==> src/rtl/core/fhte_pkg.sv <==
// Shared types, codes and a helper function for the fixed-Huffman token encoder.
// No dependencies; imported by every module of the encoder.
package fhte_pkg;

    // Token kinds
    typedef enum logic [1:0] {
        OP_HEADER  = 2'd0,
        OP_LITERAL = 2'd1,
        OP_MATCH   = 2'd2,
        OP_EOB     = 2'd3
    } t_opcode;

    // Input word
    typedef struct packed {
        t_opcode     opcode;
        logic        final_block;
        logic [7:0]  literal_byte;
        logic [8:0]  match_length;
        logic [15:0] match_distance;
    } t_token;

    // Result word
    typedef struct packed {
        logic [30:0] code_bits;
        logic [4:0]  bit_count;
    } t_result;

    // Literal/length code in wire order (first bit in bit 0) with its length
    typedef struct packed {
        logic [8:0] bits;
        logic [3:0] len;
    } t_code;

    // Length symbol, as handed from the length mapper to the top level
    typedef struct packed {
        t_code      code;
        logic [4:0] extra_val;
        logic [2:0] extra_cnt;
    } t_len_sym;

    // Distance symbol, as handed from the distance mapper to the top level
    typedef struct packed {
        logic [4:0]  bits;
        logic [12:0] extra_val;
        logic [3:0]  extra_cnt;
    } t_dist_sym;

    localparam logic [8:0] SYM_EOB       = 9'd256;
    localparam logic [8:0] SYM_LEN_FIRST = 9'd257;
    localparam logic [3:0] HDR_BITS      = 4'd3;

    // Fixed literal/length code for one symbol, bit-reversed so that the
    // most significant code bit goes first on the wire.
    function automatic t_code litlen_wire(input logic [8:0] sym);
        logic [8:0] code;
        logic [8:0] aligned;
        t_code      res;
        if (sym <= 9'd143) begin
            code    = 9'h030 + sym;
            res.len = 4'd8;
        end else if (sym <= 9'd255) begin
            code    = 9'h190 + (sym - 9'd144);
            res.len = 4'd9;
        end else if (sym <= 9'd279) begin
            code    = sym - 9'd256;
            res.len = 4'd7;
        end else begin
            code    = 9'h0C0 + {6'd0, sym[2:0] - 3'd0};
            res.len = 4'd8;
        end
        // Left-align into nine bits, then reverse
        aligned = code << (4'd9 - res.len);
        for (int i = 0; i < 9; i++) begin
            res.bits[i] = aligned[8 - i];
        end
        return res;
    endfunction

endpackage

==> src/rtl/core/deflate_fixed_huffman_token_encoder_unit.sv <==
// Top level of the DEFLATE fixed-Huffman token encoder.
// Depends on fhte_pkg, fhte_len_map and fhte_dist_map.
//
// Usage:
//   Input channel: drive a token word on i_token and raise start; the word is
//   taken at every rising edge where start is high and busy is low. busy is
//   held low, so a token may be offered in every cycle.
//   Output channel: each token yields one result word on o_result, marked by
//   o_strobe for exactly one cycle. The receiver has no way to hold it off.
//   code_bits carries the bit string with the first bit to send in bit 0;
//   bits at and above bit_count are zero.
//   Path: a token is captured in the input register, then passes one stage of
//   table lookup, shifting and merging, and is held in the result register,
//   which drives o_result and o_strobe.
//   Throughput: one token per cycle, set by that single registered stage.
//   Reset (synchronous, active low) clears both valid flags; tokens in
//   flight are dropped and o_strobe stays low until new tokens arrive.
module deflate_fixed_huffman_token_encoder_unit (
    input  logic              i_clk,
    input  logic              i_rst_n,
    input  logic              start,
    output logic              busy,
    input  fhte_pkg::t_token  i_token,
    output logic              o_strobe,
    output fhte_pkg::t_result o_result
);
    import fhte_pkg::*;

    logic      r_in_vld;
    t_token    r_tok;
    logic      r_out_vld;
    t_result   r_res;
    t_result   n_res;
    t_len_sym  len_sym;
    t_dist_sym dist_sym;

    assign busy = 1'b0;

    // Input register
    always_ff @(posedge i_clk) begin
        if (!i_rst_n) begin
            r_in_vld <= 1'b0;
        end else begin
            r_in_vld <= start && !busy;
        end
        if (start && !busy) begin
            r_tok <= i_token;
        end
    end

    fhte_len_map u_len_map (
        .i_length (r_tok.match_length),
        .o_sym    (len_sym)
    );

    fhte_dist_map u_dist_map (
        .i_distance (r_tok.match_distance),
        .o_sym      (dist_sym)
    );

    // Build the bit string for the token
    always_comb begin
        t_code      lc;
        logic [4:0] pos_extra;
        logic [4:0] pos_dcode;
        logic [4:0] pos_dextra;
        lc         = litlen_wire({1'b0, r_tok.literal_byte});
        pos_extra  = {1'b0, len_sym.code.len};
        pos_dcode  = pos_extra + {2'd0, len_sym.extra_cnt};
        pos_dextra = pos_dcode + 5'd5;
        n_res      = '0;
        case (r_tok.opcode)
            OP_HEADER: begin
                n_res.code_bits = {28'd0, 1'b0, 1'b1, r_tok.final_block};
                n_res.bit_count = {1'b0, HDR_BITS};
            end
            OP_LITERAL: begin
                n_res.code_bits = {22'd0, lc.bits};
                n_res.bit_count = {1'b0, lc.len};
            end
            OP_MATCH: begin
                n_res.code_bits = {22'd0, len_sym.code.bits}
                                | ({26'd0, len_sym.extra_val} << pos_extra)
                                | ({26'd0, dist_sym.bits} << pos_dcode)
                                | ({18'd0, dist_sym.extra_val} << pos_dextra);
                n_res.bit_count = pos_dextra + {1'b0, dist_sym.extra_cnt};
            end
            default: begin
                // End of block: seven zero bits
                lc              = litlen_wire(SYM_EOB);
                n_res.code_bits = {22'd0, lc.bits};
                n_res.bit_count = {1'b0, lc.len};
            end
        endcase
    end

    // Result register
    always_ff @(posedge i_clk) begin
        if (!i_rst_n) begin
            r_out_vld <= 1'b0;
        end else begin
            r_out_vld <= r_in_vld;
        end
        if (r_in_vld) begin
            r_res <= n_res;
        end
    end

    assign o_strobe = r_out_vld;
    assign o_result = r_res;

    // Every accepted token gives a result through the input and result registers
    a_strobe_follows: assert property (@(posedge i_clk) disable iff (!i_rst_n)
        (start && !busy) |=> ##1 o_strobe)
        else $error("accepted word produced no result");

    // No result without a token accepted through the input and result registers
    a_no_phantom: assert property (@(posedge i_clk) disable iff (!i_rst_n)
        o_strobe |-> $past(start && !busy, 2))
        else $error("result without an accepted word");

    // Every result carries at least three bits
    a_min_count: assert property (@(posedge i_clk) disable iff (!i_rst_n)
        o_strobe |-> (o_result.bit_count >= 5'd3))
        else $error("bit count below three");

    // Nothing is set beyond the stated bit count
    a_clean_tail: assert property (@(posedge i_clk) disable iff (!i_rst_n)
        o_strobe |-> ((o_result.code_bits >> o_result.bit_count) == 31'd0))
        else $error("bits set beyond bit count");

endmodule

==> src/rtl/core/fhte_len_map.sv <==
// Maps a match length to its length symbol code and extra bits.
// Depends on fhte_pkg.
module fhte_len_map (
    input  logic [8:0]        i_length,
    output fhte_pkg::t_len_sym o_sym
);
    import fhte_pkg::*;

    logic [8:0] clamped;
    logic [7:0] v;
    logic [4:0] idx;

    // Clamp to 3..258 and rebase so that length 3 is zero
    always_comb begin
        if (i_length < 9'd3) begin
            clamped = 9'd3;
        end else if (i_length > 9'd258) begin
            clamped = 9'd258;
        end else begin
            clamped = i_length;
        end
    end
    assign v = 8'(clamped - 9'd3);

    // Range lookup from the leading one of the rebased length
    always_comb begin
        idx             = {2'd0, v[2:0]};
        o_sym.extra_cnt = 3'd0;
        o_sym.extra_val = 5'd0;
        if (v == 8'd255) begin
            idx = 5'd28;
        end else if (v[7]) begin
            idx             = 5'd24 + {3'd0, v[6:5]};
            o_sym.extra_cnt = 3'd5;
            o_sym.extra_val = v[4:0];
        end else if (v[6]) begin
            idx             = 5'd20 + {3'd0, v[5:4]};
            o_sym.extra_cnt = 3'd4;
            o_sym.extra_val = {1'b0, v[3:0]};
        end else if (v[5]) begin
            idx             = 5'd16 + {3'd0, v[4:3]};
            o_sym.extra_cnt = 3'd3;
            o_sym.extra_val = {2'd0, v[2:0]};
        end else if (v[4]) begin
            idx             = 5'd12 + {3'd0, v[3:2]};
            o_sym.extra_cnt = 3'd2;
            o_sym.extra_val = {3'd0, v[1:0]};
        end else if (v[3]) begin
            idx             = 5'd8 + {3'd0, v[2:1]};
            o_sym.extra_cnt = 3'd1;
            o_sym.extra_val = {4'd0, v[0]};
        end
        o_sym.code = litlen_wire(SYM_LEN_FIRST + {4'd0, idx});
    end

endmodule

==> src/rtl/core/fhte_dist_map.sv <==
// Maps a match distance to its 5-bit distance code and extra bits.
// Depends on fhte_pkg.
module fhte_dist_map (
    input  logic [15:0]         i_distance,
    output fhte_pkg::t_dist_sym o_sym
);
    import fhte_pkg::*;

    logic [14:0] w;
    logic [4:0]  idx;

    // Clamp to 1..32768 and rebase so that distance 1 is zero
    always_comb begin
        if (i_distance == 16'd0) begin
            w = 15'd0;
        end else if (i_distance > 16'd32768) begin
            w = 15'h7FFF;
        end else begin
            w = 15'(i_distance - 16'd1);
        end
    end

    // Range lookup: the highest set bit picks the symbol pair, the bit
    // below it picks the member, the rest are the extra bits
    always_comb begin
        idx             = {3'd0, w[1:0]};
        o_sym.extra_cnt = 4'd0;
        o_sym.extra_val = 13'd0;
        for (int p = 2; p < 15; p++) begin
            if (w[p]) begin
                idx             = 5'(2 * p) + {4'd0, w[p - 1]};
                o_sym.extra_cnt = 4'(p - 1);
                o_sym.extra_val = w[12:0] & 13'((1 << (p - 1)) - 1);
            end
        end
        // Distance code goes most significant bit first
        for (int i = 0; i < 5; i++) begin
            o_sym.bits[i] = idx[4 - i];
        end
    end

endmodule
==> config.mk <==
export PLATFORM = sky130hd
export DESIGN_NAME = deflate_fixed_huffman_token_encoder_unit
export DESIGN_NICKNAME = d
export VERILOG_FILES = /design/src/rtl/core/fhte_pkg.sv /design/src/rtl/core/deflate_fixed_huffman_token_encoder_unit.sv /design/src/rtl/core/fhte_len_map.sv /design/src/rtl/core/fhte_dist_map.sv
export SDC_FILE = /design/constraint.sdc
export NUM_CORES = 1
export LEC_CHECK = 0
export BUFFER_PORTS_ARGS = -buffer_cell sky130_fd_sc_hd__buf_4
export CAP_MARGIN = 40
export CORE_MARGIN = 5
export CORE_UTILIZATION = 40
export CTS_CLUSTER_DIAMETER = 200
export DETAILED_ROUTE_END_ITERATION = 8
export PLACE_DENSITY = 0.7
export SLEW_MARGIN = 5
export SYNTH_ARGS = -nofsm -noshare
export SYNTH_HDL_FRONTEND = slang
export SYNTH_SLANG_ARGS = --single-unit
export TNS_END_PERCENT = 100
==> constraint.sdc <==
create_clock -name i_clk -period 7.7 [get_ports i_clk]
set_input_delay 0.77 -clock i_clk [delete_from_list [all_inputs] [get_ports i_clk]]
set_output_delay 0.77 -clock i_clk [all_outputs]
set_load 0.02 [all_outputs]
== Yosys cells after proc, flatten, opt, wreduce, memory -nomap -nowiden ==
Index checks and enable logic that the tools add are counted.

* Register bits: 74
* Bits in latches: 0
* RAM bits: 0
* Bits in read-only memories: 0
* Bits of input ports: 39
* Output and inout bits: 38
* Memories kept: 0

* $add $sub $neg: 34
* $mul: 0
* Divide/modulo/power cells: 0
* $lt $le $gt $ge: 7
* Equal/unequal tests: 3
* Shifts and indexed selects: 5
* Mux-type cells: 51
* Bitwise operators: 3
* Reductions and logical operators: 2

{| class="wikitable"
|+ Operator list
! cell !! count
|-
| $mux 17 || 12
|-
| $pmux 36 s3 || 1
|-
| $mux 5 || 20
|-
| $or 31x31->31 || 2
|-
| $mux 8 || 7
|-
| $mux 9 || 4
|-
| $or 9x31->31 || 1
|-
| $shl 13x5->31 || 1
|-
| $shl 5x4->31 || 1
|-
| $shl 5x5->31 || 1
|-
| $mux 15 || 2
|-
| $add 4x1->5 const A || 4
|-
| $add 4x2->5 const A || 4
|-
| $add 5x1->5 const A || 4
|-
| $add 9x9->9 const A || 2
|-
| $le 9x8->1 const B || 2
|-
| $shl 9x4->9 || 2
|-
| $gt 16x16->1 const B || 1
|-
| $logic_not 16->1 || 1
|-
| $mux 4 || 4
|-
| $sub 15x1->15 const B || 1
|-
| $add 5x2->5 const A || 2
|-
| $add 6x8->9 const A || 1
|-
| $add 6x9->9 const A || 1
|-
| other kinds (22) || 24
|}

== Depth between registers and ports, before layout ==
Gate-level depths: netlist (run 1).

* Depth after elaboration: 22
* Mapped depth: 35
* Gate-level depth less buffers: 32

== Cells and area by module ==
A second synthesis (run 1) with hierarchy kept.

* Cell total of the unflattened synthesis: 822
* Area total of the unflattened synthesis: 7229.4 µm²

{| class="wikitable"
|+ By module, submodules not included
! module !! instances !! cells each !! area each (µm²)
|-
| deflate_fixed_huffman_token_encoder_unit || 1 || 445 || 4733.3
|-
| fhte_len_map || 1 || 184 || 1277.5
|-
| fhte_dist_map || 1 || 193 || 1218.7
|}

== Least setup slack after synthesis (run 1) ==
No wires, ideal clock.

* Path kind: register -> register
* Start: register r_tok[21] in the netlist's numbering
* End: register r_res (netlist bit o_result[4]) (data pin)
* Setup time: 0.266 ns
* Arrival: 7.218 ns
* Required time: 7.434 ns
* Setup slack: 0.216 ns
* Stages on the path, launching flop included: 36
* Path buffers: 3
* Cells stage by stage: edfxtp_1 buf_2 nor4_2 nand2_1 xnor2_1 nand2b_1 ha_1 clkbuf_1 or3_1 a211oi_2 nand2_1 o22ai_1 a221o_1 o211a_1 ha_1 inv_1 a21oi_1 a211oi_1 nor2_1 o21ai_1 nor2_1 inv_1 ha_1 fa_1 clkbuf_1 inv_1 o21ai_0 nand2_1 and2_1 a21oi_4 nor2_4 inv_2 ha_1 a21oi_1 xnor2_1 nor2_1

{| class="wikitable"
|+ RTL lines
! element !! line !! source
|-
| start: declaration || deflate_fixed_huffman_token_encoder_unit.sv:30 || <nowiki>t_token r_tok;</nowiki>
|-
| start signal: assignment || deflate_fixed_huffman_token_encoder_unit.sv:47 || <nowiki>r_tok <= i_token;</nowiki>
|-
| end signal: assignment || deflate_fixed_huffman_token_encoder_unit.sv:105 || <nowiki>r_res <= n_res;</nowiki>
|-
| end: declaration || deflate_fixed_huffman_token_encoder_unit.sv:32 || <nowiki>t_result r_res;</nowiki>
|}

==> reports/qor.csv, run 1 <==
stage,metric,value,unit
outcome,outcome,"complete, no violations",
detailed_routing,drt_iter0_markers,940,
clock_network,numCtsBuffers,9,
clock_network,cts_num_sinks,74,
sta,rsz0062_at_grt,no,
cells_and_area,drive_above_1_share,19.5,%
detailed_routing,drtPass1Iterations,5,
power,p_per_area,346,mW/mm²
setup_path,slowest_stage,mux4_2,
clock_network,cts_tree,done,
detailed_routing,avgViaCountPerCell,6.53,
power,ir_drop,0.168,mV
synthesis,yosys-top-cells-area,"edfxtp_1, a21oi_1, nor2_1, mux2i_1, nand2_1",
setup_path,cpMostUsedCell,nor2_1,
setup_path,r2r-start,r_tok[21],
sta,period_share,93.7,%
clock_network,path_clk_slew,0.06,ns
synthesis,yosys.area.top_type,edfxtp_1,
clock_network,hold_buffers,0,
power,p_leak,3.04,nW
job,drv_cap,0,
die,die_y,144,µm
setup_path,critPathLaunch,r_tok[21],
cells_and_area,fin_cells,1139,
die,fp.dieArea,0.0206,mm²
setup_path,worstPathRequired,7.84,ns
synthesis,yosysWarnings,0,
synthesis,synth-edff-count,72,
cells_and_area,nets,964,
detailed_routing,vias,7443,
setup_path,cpPeakStageDelay,0.61,ns
sta,hold_violations,0,
global_routing,antenna_found_initial,0,
synthesis,syn-instance-count,845,
sta,skew,0.0113,ns
setup_path,crit_path_max_fanout,14,
synthesis,syn_avg_cell_area,8.44,µm²
clock_network,cts_max_path_buffers,2,
cells_and_area,area_delta_synth_final,17.1,%
setup_path,cp-start-kind,register,
die,core,0.0174,mm²
detailed_routing,drt_wl_total,23.5,mm
synthesis,async_reset_ff_share,0,%
detailed_routing,drc,0,
sta,setup_tns,0,ns
clock_network,clock_latency,0.35,ns
min_path,hp-class,reg -> reg,
sta,slew_headroom,37.6,%
synthesis,synth_seq_area_share,30.9,%
synthesis,synth_nets,900,
sta,setup_viol,0,
die,start_util,41.0,%
sta,worst_pin_slew,0.927,ns
synthesis,synth_seq_cells,74,
global_routing,grt_pass1_vias,6754,
synthesis,syn_area,0.00714,mm²
setup_path,timing_worst_setup_path_type,reg -> reg,
detailed_routing,ant_nets,0,
die,rows,48,
setup_path,crit_path_end_kind,register,
sta,max_freq,139,MHz
placement,place_congestion,1.03,
global_routing,grt_max_degree,38,
global_routing,grt_overflow_total,0,
setup_path,path_buf_inv,5,
die,pin_count,77,
sta,fin_crit,7.22,ns
sta,slew_viol_final,0,
synthesis,ys_types,96,
global_routing,grt_pass1_wl,36.8,mm
placement,hpwlAfterDp,18.1,mm
clock_network,cts_max_level,3,
synthesis,synth_top_flop_cell,edfxtp_1,
min_path,worstHoldStart,r_in_vld,
setup_path,cp_top_family,compound AO/OA/AOI/OAI gates,
synthesis,synthDominantCellAreaShare,30.3,%
global_routing,grt_use_total,22.5,%
cells_and_area,num_antenna_cells,0,
cells_and_area,fillCellCount,1724,
placement,io_buffers,75,
clock_network,cts-root-buf,clkbuf_16,
die,die_w,144,µm
setup_path,crit_arrival,7.36,ns
placement,dp_cells,1119,
detailed_routing,wl_per_cell,20.7,µm
-- final timing paths --
kind	to	slack [ns]	cells after the start
setup / recovery	o_result[21]	0.48	29
hold / removal	o_strobe	0.46	1
setup reg to reg	o_result[21]	0.48	29
hold reg to reg	o_strobe	0.46	1
-- kinds of logic (layout without fill, tap and decap cells) --
logic type,count (synthesis),after routing,share of synthesized area (%)
AO/OA/AOI/OAI,319,319,32.0
XOR/XNOR,16,16,1.96
adder cells (fa/ha/maj),17,17,3.16
buffers and inverters,84,153,4.77
flip-flops,74,74,30.9
multiplexers,33,33,5.26
other,1,1,0.0526
AND/OR/NAND/NOR,301,301,21.9
-- cell usage in the layout, fill, tap and decap left out, drive strengths merged, types with 12 or more instances in the layout --
| cell type | synthesis | routed |
|---|---|---|
| edfxtp | 72 | 72 |
| nor2 | 69 | 69 |
| a31oi | 21 | 21 |
| mux2i | 24 | 24 |
| nand2 | 64 | 64 |
| o211ai | 21 | 21 |
| nand3 | 32 | 32 |
| a21oi | 58 | 58 |
| ha | 14 | 14 |
| a211oi | 15 | 15 |
| nand4 | 14 | 14 |
| buf | 14 | 112 |
| nor4 | 13 | 13 |
| o22ai | 12 | 12 |
| o21ai | 54 | 54 |
| inv | 25 | 27 |
| nor3 | 31 | 31 |
-- metrics by stage --
step                instance area (µm²)  util, %  total power [mW]  hold WS (ns)  setup WS, ns
CTS                                8300     47.7              2.81         0.468         0.112
global placement                   7970     45.8              2.35         0.443         0.321
floorplan                          7140        -              1.81         0.610         0.216
detailed placement                 7990     45.9              2.35         0.454         0.154
global route                       8360     48.0              3.06         0.504      0.000957
finish                             8360     48.0              2.89         0.461         0.483
-- where the power goes --
part	leakage (nW)	switching (mW)	internal [mW]
Sequential	0.680	0.0340	0.513
Clock	0.150	0.181	0.263
Combinational	2.21	1.20	0.697
Total	3.04	1.42	1.47
-- metal layers --
metal  vias up  GRT usage [%]  wire (µm)
li1       3474              -          -
met1      3508           30.8       9940
met2       399           36.1      10900
met3        62           3.99       1940
met4         0           7.83        710
met5         -              0          0
-- worst register-to-register path, delay by kind of cell (launching register included) --
kind                       cells  cell delay [ns]
DFF                            1             0.40
buffers and inverters          5             0.76
AOI/OAI and AO/OA              9             1.80
and+or+nand+nor                9             1.77
adders and majority gates      5             1.67
muxes                          1             0.61
-- synth_stat cells, types with 5 or more instances --
master    instances
nand2b_1         10
nor3_1           26
nand2_1          64
or3_1            10
o21ai_1          10
nor4_1           12
o31a_1            6
nor2_1           68
a21oi_1          56
and3_1            7
a31o_2            6
buf_2            11
a221oi_1          6
o211ai_1         20
a41oi_1           7
nand3_1          32
inv_1            24
mux2_2            6
a311oi_1          6
o21ai_0          44
nand4_1          14
o22ai_1          12
nor3b_1           5
and2_1           11
nor2b_1          10
xnor2_1           9
xor2_1            7
o21a_1           11
mux2i_1          24
a21boi_0          7
a32o_1            6
ha_1             14
a211oi_1         13
clkbuf_1         45
edfxtp_1         72
a31oi_1          21
a21o_1            8
o31ai_1          10
a211o_1           6
or4_1             9
-- area by class of cell --
class	count	area [µm²]	area share, %
well taps	225	282	3.37
multi-input cells	687	4620	55.3
clock buffers	10	239	2.86
flip-flops and latches	74	2200	26.3
inverters	25	93.8	1.12
repair buffers	112	848	10.1
clock inverters	6	72.6	0.868
-- flip-flops by register name, summed over array words and instances (netlist names) --
name	cells
o_result	36
r_tok	36
o_strobe	1
r_in_vld	1
-- repair_timing --
| item | CTS | global route |
|---|---|---|
| setup buffers | 0 | 4 |
| setup endpoints to repair | 0 | 31 |
| gates resized for setup | 0 | 8 |
Power figures use the tool's default switching activity.
==> run 2, diff against run 1 <==
PLACE_DENSITY = 0.68   (was 0.7)
clock period = 6.9 ns   (was 7.7 ns; I/O delays follow)
==> reports/qor.csv, run 2 (synthesis results as in run 1) <==
stage,metric,value,unit,change
outcome,outcome,"complete, no violations",,
cells_and_area,drive_above_1_share,23.6,%,+4.1 points
setup_path,cpPeakStageDelay,0.45,ns,-0.16 ns
sta,hold_violations,0,,unchanged
detailed_routing,drtPass1Iterations,5,,unchanged
sta,skew,0.0145,ns,+0.00319 ns
die,core,0.0174,mm²,unchanged
die,rows,48,,unchanged
setup_path,crit_arrival,6.65,ns,-0.71 ns
detailed_routing,wl_met3,1.66,mm,-14%
clock_network,cts_max_path_buffers,2,,unchanged
global_routing,grt_overflow_total,0,,unchanged
setup_path,timing_worst_setup_path_type,reg -> reg,,
clock_network,cts_tree,done,,
detailed_routing,routed.top_layer,met4,,
cells_and_area,final_cell_mix,"buf_4, edfxtp_1, nor2_1, nand2_1, a21oi_1",,
power,p_leak,3.16,nW,+4.1%
placement,placed_area,0.00817,mm²,+2.3%
global_routing,grt_use_total,23.0,%,+0.51 points
power,p_per_area,391,mW/mm²,+13%
detailed_routing,drt_iter0_markers,873,,-7.1%
sta,setup_viol,0,,unchanged
cells_and_area,fin_cells,1166,,+2.4%
cells_and_area,fin_area,0.00863,mm²,+3.2%
power,power,3.37,mW,+17%
global_routing,grt_pass1_vias,6931,,+2.6%
detailed_routing,avgViaCountPerCell,6.44,,-1.5%
die,die_y,144,µm,unchanged
sta,whs,0.512,ns,+0.0516 ns
clock_network,cts_num_sinks,74,,unchanged
setup_path,cpMostUsedCell,buf_4,,
clock_network,cts_max_level,3,,unchanged
clock_network,clock_latency,0.36,ns,about the same
cells_and_area,nets,991,,+2.8%
clock_network,numCtsBuffers,9,,unchanged
placement,io_buffers,75,,unchanged
setup_path,cp-start-kind,register,,
die,fp.dieArea,0.0206,mm²,unchanged
sta,slew_viol_final,0,,unchanged
setup_path,slowest_stage,fa_2,,
sta,worst_pin_slew,0.883,ns,-0.0434 ns
min_path,hp-class,in -> reg,,
placement,dp_cells,1141,,+2.0%
cells_and_area,final_common_cell,buf_4,,
placement,place_congestion,1.01,,-1.2%
setup_path,worstPathRequired,7.00,ns,-0.84 ns
placement,hpwlAfterDp,18.4,mm,+1.7%
setup_path,crit_path_max_fanout,8,,-6
cells_and_area,fillCellCount,1690,,-2.0%
global_routing,grt_pass1_wl,37.8,mm,+2.9%
job,drv_cap,0,,unchanged
detailed_routing,drt_wl_total,24.0,mm,+2.1%
sta,setup_tns,0,ns,unchanged
sta,max_freq,153,MHz,+10%
power,ir_drop,0.202,mV,+20%
clock_network,path_clk_slew,0.08,ns,+0.02 ns
die,start_util,41.0,%,unchanged
cells_and_area,area_delta_synth_final,20.9,%,
sta,fin_crit,6.55,ns,-0.666 ns
global_routing,antenna_found_initial,0,,unchanged
clock_network,cts-root-buf,clkbuf_16,,
setup_path,ff2ff_setup_slack,0.35,ns,-0.13 ns
detailed_routing,dr_wl_met2,11.0,mm,+0.18%
detailed_routing,ant_nets,0,,unchanged
detailed_routing,wl_met1,10.5,mm,+5.4%
detailed_routing,vias,7505,,+0.83%
detailed_routing,drc,0,,unchanged
detailed_routing,wl_per_cell,20.6,µm,-0.29%
setup_path,crit_path_end_kind,register,,
sta,period_share,94.9,%,+1.2 points
die,pin_count,77,,unchanged
sta,slew_headroom,41.1,%,+3.5 points
global_routing,grt_max_degree,38,,unchanged
die,die_w,144,µm,unchanged
cells_and_area,num_antenna_cells,0,,unchanged
## run 2: cell type report
class | count | area, µm² | share of cell area [%]
Multi-Input combinational cell | 687 | 4690 | 54.4
Timing Repair Buffer | 139 | 1050 | 12.1
Clock inverter | 7 | 83.8 | 0.972
Clock buffer | 9 | 225 | 2.61
Tap cell | 225 | 282 | 3.26
Sequential cell | 74 | 2200 | 25.5
Inverter | 25 | 97.6 | 1.13
## run 2: repair_timing
action / CTS / global route
resized for setup: 0 / 26
hold buffers: 0 / 0
buffers inserted: 0 / 9
setup endpoints to repair: 0 / 32
## run 2: power by group
part           switching [mW]  total [mW]  internal [mW]
Sequential             0.0397       0.612          0.573
Combinational            1.38        2.26          0.884
Clock                   0.213       0.500          0.287
Total                    1.63        3.37           1.74
## run 2: through the flow
stage | util [%] | setup slack (ns)
detailed placement | 46.9 | 0.189
CTS | 48.7 | 0.162
finish | 49.5 | 0.349
global placement | 46.9 | 0.362
floorplan | - | 0.0250
global route | 49.5 | -0.0614
## run 2: layer usage
metal  GRT usage, %  up-vias
met5              0        -
li1               -     3519
met1           31.8     3568
met2           36.4      357
met4           9.76        0
met3           3.13       61
## run 2: worst max-delay path: cells and delay by family (launching register included)
family	cells	cell delay [ns]
AOI/OAI and AO/OA	12	2.06
adders and majority gates	5	1.60
buffers and inverters	6	0.87
DFF	1	0.42
muxes	1	0.21
and+or+nand+nor	7	1.13
## run 2: worst paths after layout
check	startpoint	endpoint	cells after the start
setup / recovery	r_tok[21]	o_result[15]	31
hold / removal	i_token[33]	r_tok[33]	1
setup reg to reg	r_tok[21]	o_result[15]	31
hold reg to reg	r_tok[33]	o_result[5]	2
